===== config.mk =====
export PLATFORM = sky130hd
export DESIGN_NAME = rahp_ctrl
export DESIGN_NICKNAME = d
export VERILOG_FILES = /design/src/sv/rahp_pkg.sv /design/src/sv/rahp_ctrl.sv
export SDC_FILE = /design/constraint.sdc
export NUM_CORES = 1
export LEC_CHECK = 0
export CAP_MARGIN = 25
export CORE_AREA = 2 2 39 41
export DETAILED_ROUTE_END_ITERATION = 10
export DIE_AREA = 0 0 41 43
export DONT_BUFFER_PORTS = 1
export GPL_ROUTABILITY_DRIVEN = 1
export SYNTH_ARGS = -nofsm -noshare
export SYNTH_HDL_FRONTEND = slang
export SYNTH_SLANG_ARGS = --single-unit

===== constraint.sdc =====
create_clock -name clock -period 2.1 [get_ports clock]
set_input_delay 0.42 -clock clock [delete_from_list [all_inputs] [get_ports clock]]
set_output_delay 0.42 -clock clock [all_outputs]
set_load 0.03 [all_outputs]

===== src/sv/rahp_pkg.sv =====
// ----------------------------------------------------------------------------
// rahp_pkg
// Types, constants and arithmetic helpers of the ray box hit picker.
// ----------------------------------------------------------------------------
package rahp_pkg;
   localparam int FRAC_BITS = 16;
   localparam int NUM_REGS = 6;
   localparam logic [30:0] DIST_RESET = 31'h7FFF_FFFF;
   localparam logic [2:0] CSR_ORIGIN_X = 3'd0;
   localparam logic [2:0] CSR_ORIGIN_Y = 3'd1;
   localparam logic [2:0] CSR_ORIGIN_Z = 3'd2;
   localparam logic [2:0] CSR_INV_X = 3'd3;
   localparam logic [2:0] CSR_INV_Y = 3'd4;
   localparam logic [2:0] CSR_INV_Z = 3'd5;

   typedef struct packed {
      logic [15:0] entity_id;
      logic signed [31:0] center_x;
      logic signed [31:0] center_y;
      logic signed [31:0] center_z;
      logic [30:0] half_x;
      logic [30:0] half_y;
      logic [30:0] half_z;
      logic signed [31:0] scale_x;
      logic signed [31:0] scale_y;
      logic signed [31:0] scale_z;
      logic last_entity;
   } req_type;

   typedef struct packed {
      logic found;
      logic [15:0] hit_id;
      logic [30:0] hit_distance;
   } rsp_type;

   typedef enum logic [2:0] {
      ST_IDLE, ST_SCALE, ST_BOUND, ST_SLAB, ST_DECIDE, ST_OUT
   } state_type;

   typedef struct packed {
      logic load;
      logic [1:0] axis;
      logic do_scale;
      logic do_bound;
      logic do_slab;
      logic do_decide;
      logic emit_clear;
   } cmd_type;

   function automatic logic signed [31:0] sat32(input logic signed [65:0] v);
      if (v > 66'sd2147483647) begin
         return 32'sh7FFF_FFFF;
      end else if (v < -66'sd2147483648) begin
         return 32'sh8000_0000;
      end else begin
         return v[31:0];
      end
   endfunction

   function automatic logic signed [31:0] fx_mul(input logic signed [32:0] a,
                                                 input logic signed [32:0] b);
      logic signed [65:0] p;
      p = (a * b) >>> FRAC_BITS;
      return sat32(p);
   endfunction
endpackage


===== src/sv/rahp_ctrl.sv =====
// ----------------------------------------------------------------------------
// rahp_ctrl
// Sequencer: per axis one scale step, one bound step and one slab step.
// ----------------------------------------------------------------------------
module rahp_ctrl (
   input logic clock,
   input logic reset,
   input logic req_valid,
   input logic req_last,
   input logic rsp_busy,
   output logic req_ready,
   output rahp_pkg::cmd_type cmd
);
   import rahp_pkg::*;
   state_type state_ff, state_in;
   logic [1:0] axis_ff, axis_in;
   logic last_ff, last_in;

   always_ff @(posedge clock) begin
      if (reset) begin
         state_ff <= ST_IDLE;
         axis_ff <= 2'd0;
         last_ff <= 1'b0;
      end else begin
         state_ff <= state_in;
         axis_ff <= axis_in;
         last_ff <= last_in;
      end
   end

   always_comb begin
      state_in = state_ff;
      axis_in = axis_ff;
      last_in = last_ff;
      unique case (state_ff)
         ST_IDLE: begin
            if (req_valid) begin
               state_in = ST_SCALE;
               axis_in = 2'd0;
               last_in = req_last;
            end
         end
         ST_SCALE: state_in = ST_BOUND;
         ST_BOUND: state_in = ST_SLAB;
         ST_SLAB: begin
            if (axis_ff == 2'd2) begin
               state_in = ST_DECIDE;
            end else begin
               state_in = ST_SCALE;
               axis_in = axis_ff + 2'd1;
            end
         end
         ST_DECIDE: state_in = last_ff ? ST_OUT : ST_IDLE;
         ST_OUT: begin
            if (!rsp_busy) begin
               state_in = ST_IDLE;
            end
         end
         default: state_in = ST_IDLE;
      endcase
   end

   always_comb begin
      req_ready = (state_ff == ST_IDLE);
      cmd = '0;
      cmd.axis = axis_ff;
      cmd.load = (state_ff == ST_IDLE) && req_valid;
      cmd.do_scale = (state_ff == ST_SCALE);
      cmd.do_bound = (state_ff == ST_BOUND);
      cmd.do_slab = (state_ff == ST_SLAB);
      cmd.do_decide = (state_ff == ST_DECIDE);
      cmd.emit_clear = (state_ff == ST_OUT) && !rsp_busy;
   end
endmodule


# Yosys cells after proc, flatten, opt, wreduce, memory -nomap -nowiden
# Index checks and enable logic that the tools add are counted.
# totals
regBits,6
inputBits,5
out_inout_bits,9
# op_classes
addsub,1
n_eq_ne,9
n_mux,8
reduce_logical,8
# ops
op,n
$pmux W3 S6,1
$mux W3,4
$eq A3 B2 Y1 const B,2
$eq A3 B3 Y1 const B,2
$ne A2 B2 Y1 const B,3
$mux W2,2
$pmux W2 S2,1
$reduce_and A2 Y1,2
$eq A3 B1 Y1 const B,1
$logic_not A3 Y1,1
$reduce_and A3 Y1,1
$add A2 B1 Y2 const B,1
$eq A2 B2 Y1 const B,1
$logic_and A1 B1 Y1,2
$reduce_bool A2 Y1,1
$logic_not A1 Y1,1

# Longest topological paths before layout
# logic_depth
ltp_word,3
depth_mapped,5
mapped_depth_nobuf,5

# Worst setup path before layout
# OpenSTA, ideal clock, no wires.
# synth_timing
path_type,flip-flop to output port
start,register state_ff[2]
end,output port cmd[1] (netlist bit)
arrival_time_ns,1.264
path_slack_ns,0.416
stages_incl_launch_ff,3
n_path_buf,1
cell_sequence,dfxtp_1 > buf_2 > nor3b_1
# synth_rtl
element,line,source
from (decl),rahp_ctrl.sv:15,"state_type state_ff, state_in;"
from (signal assigned),rahp_ctrl.sv:25,state_ff <= state_in;
to (decl),rahp_ctrl.sv:12,output rahp_pkg::cmd_type cmd

==> summary.txt <==
Yosys
  – Post-synth net total: 49
  – Ys Warns: 0
  – Mapped Cells: 43
  – Avg Cell Area, Syn: roughly 8.7 um^2
  – Library cells used by synthesis: 29
  – #FFs+latches synth: 6
  – Sequential element share of the synthesized area: 0.322
  – Mapped Area: 373 um^2

Detailed routing
  – Antenna-violating nets left: 0
  – Routed Wire Length: 756 um
  – Detailed-router iteration count before antenna repair: 4
  – DR vias/cell: 5.06
  – Initial DRC count: 4
  – Via Count: 319
  – Avg WL per Cell: ~12 um
  – Post-route DRC violation count: 0

GRT
  – Largest net degree at the start of global routing: 13
  – GR Util met1: 0.140
  – Global Route met3 Usage: 0.0576
  – Met2 Resource Use GR: 0.116
  – Initial antenna violation count: 0
  – Vias in the first global route: 260
  – Gr usage total: 0.110
  – Grt total ovfl: 0
  – Top Usage Layer GRT: met1
  – Wire length of the first global-routing pass: 1210 um

Critical path
  – Data required time of the critical path: 1680 ps
  – Crit path launch: state_ff[0]$_SDFFE_PP0P_
  – Crit path DAT: 1410 ps
  – R2R Setup Slk: 700 ps
  – CP Max Fanout: 11
  – CP startpoint kind: register
  – Crit end category: primary output
  – WS Path Type: register to primary output
  – Crit Reg-Reg Startpoint: state_ff[0]$_SDFFE_PP0P_

Clock network
  – Clock Tree Buf Depth: 2
  – CTS buffer count: 3
  – Worst-Skew Late Latency: between 200 and 300 ps
  – Hold Buf Count CTS: 0
  – CTS Sinks: 6
  – CTS resizes: 0
  – Max H-tree Level: 1
  – CTS root buffer: clkbuf_4
  – Worst-path clk slew: 40 ps
  – CTS tree: done
  – # Post-CTS Setup Buffers: 0

Finish
  – Diodes inserted: 0
  – Register area: 120 um^2
  – Footprint of the multi-input gates: approximately 220 um^2
  – Filler Cells Inserted: 149
  – Nets: 55
  – Area delta synth->final: 13.8%
  – Util after Layout: 0.307
  – Layout cells sized above 1: 0.234

Timing
  – Setup violators final: 0
  – Slew HR: 0.757
  – Final Cycle Share: 0.872
  – Final hold vios: 0
  – Max frequency: between 500 and 600 MHz
  – Total negative setup slack: 0 ps
  – Post-layout min period: about 1800 ps
  – Worst-case clock skew: 0.782 ps
  – RSZ-0062 raised after global routing: no
  – Worst slew pin tran: approximately 360 ps
  – Slew Viols, Final: 0

Pwr
  – Pleak: approximately 0.16 nW
  – Pwr dens: 856 nW/um^2
  – Tot Pwr: roughly 0.00036 W
  – Max IR drop VDD: ~0.34 mV

Placed design
  – Routability cong.: 0.743
  – Post-DP HPWL: 550 um
  – IO buf count: 0

Run status
  – Status: complete, no violations

Floorplan
  – Starting density of the core: 0.269
  – Core Footprint: 1380 um^2
  – Die area: 1760 um^2
  – Die span in y: 43 um
  – I/O pin total: 14
  – Site row count: 14
  – Die X: approximately 40 um

Min path
  – Min-Delay Startpoint: reset
  – Hold crit path type: input port to register

Run
  – Max cap viols: 0
synth_stat cells:
master	instances	area, um^2
buf_6	1	11.3
and2_1	1	6.26
nand2_1	3	11.3
clkinv_2	1	5.00
a21oi_2	1	8.76
or3b_1	1	8.76
inv_1	1	3.75
nand3b_1	1	7.51
nand3_1	2	10.0
or2_1	1	6.26
nor3b_1	2	15.0
mux2_1	1	11.3
nor2b_1	1	6.26
buf_2	2	10.0
a21oi_1	2	10.0
dfxtp_1	6	120
and3b_1	2	17.5
a31oi_1	1	6.26
nand2_2	1	6.26
o21ai_0	1	5.00
xnor2_1	1	8.76
or4b_4	1	13.8
nor2_1	1	3.75
a2bb2oi_1	1	8.76
o21ai_1	1	5.00
ha_1	1	12.5
nand2b_1	2	12.5
nor3_1	2	10.0
nand4bb_1	1	11.3
final cells by class:
class                      instances  share of cell area
multi-input combinational         32               0.525
sequential                         6               0.283
timing repair buffer               4              0.0708
clock buffer                       3              0.0531
tap                               16              0.0472
inverter                           2              0.0206
through the flow:
step / hold slack, ps / worst slack [ps] / std cells / cell area (um^2)
floorplan: 451 / 416 / 43 / 373
global placement: 481 / 555 / 60 / 402
detailed placement: 468 / 530 / 60 / 402
CTS: 221 / 260 / 63 / 424
global route: 213 / 201 / 63 / 424
finish: 230 / 268 / 63 / 424
critical path: stages (launching register included):
cell and delay (ps):
dfxtp_1 410, or4b_4 610, clkinv_2 140
cells in the final DEF, fill, tap and decap left out, drive strengths merged:
cell type	Yosys	layout
or2	1	1
clkbuf	0	3
dfxtp	6	6
nor3	2	2
xnor2	1	1
buf	3	4
clkinv	1	1
nand3b	1	1
nor2	1	1
nand2b	2	2
nand3	2	2
a21oi	3	3
and3b	2	2
or3b	1	1
and2	1	1
nor3b	2	2
nand2	4	4
or4b	1	1
ha	1	1
nor2b	1	1
inv	1	1
nand4bb	1	1
a2bb2oi	1	1
mux2	1	1
a31oi	1	1
o21ai	2	2
sequential cells by signal, indices dropped and copies added, names as in the netlist:
name      count
axis_ff       2
last_ff       1
state_ff      3
routing by layer:
layer	routed length, um	part of all wire	vias up
met3	72	0.095	5
met4	31	0.041	0
li1	-	-	160
met1	320	0.42	143
met5	0	0	-
met2	332	0.44	11
power by group:
part,switching (W),total (W),internal [W]
combinational,0.0000651,0.000108,0.0000426
sequential,0.0000230,0.000148,0.000125
clock,0.0000428,0.000108,0.0000647
total,0.000131,0.000363,0.000232
worst paths after layout:
path	end	cells after the start
worst max-delay path	cmd[7]	2
worst min register to register	last_ff$_SDFFE_PP0P_	2
worst min-delay path	last_ff$_SDFFE_PP0P_	1
worst max register to register	last_ff$_SDFFE_PP0P_	4
cell families (layout without fill, tap and decap cells):
| kind of cell | count (synthesis) | after routing | synth area share |
|---|---|---|---|
| fa+ha+maj | 1 | 1 | 0.0336 |
| buf+inv | 5 | 9 | 0.0805 |
| compound gates | 7 | 7 | 0.117 |
| xor+xnor | 1 | 1 | 0.0235 |
| simple gates | 22 | 22 | 0.393 |
| flops | 6 | 6 | 0.322 |
| mux | 1 | 1 | 0.0302 |
Note: power is estimated with default switching activity, not from simulation.
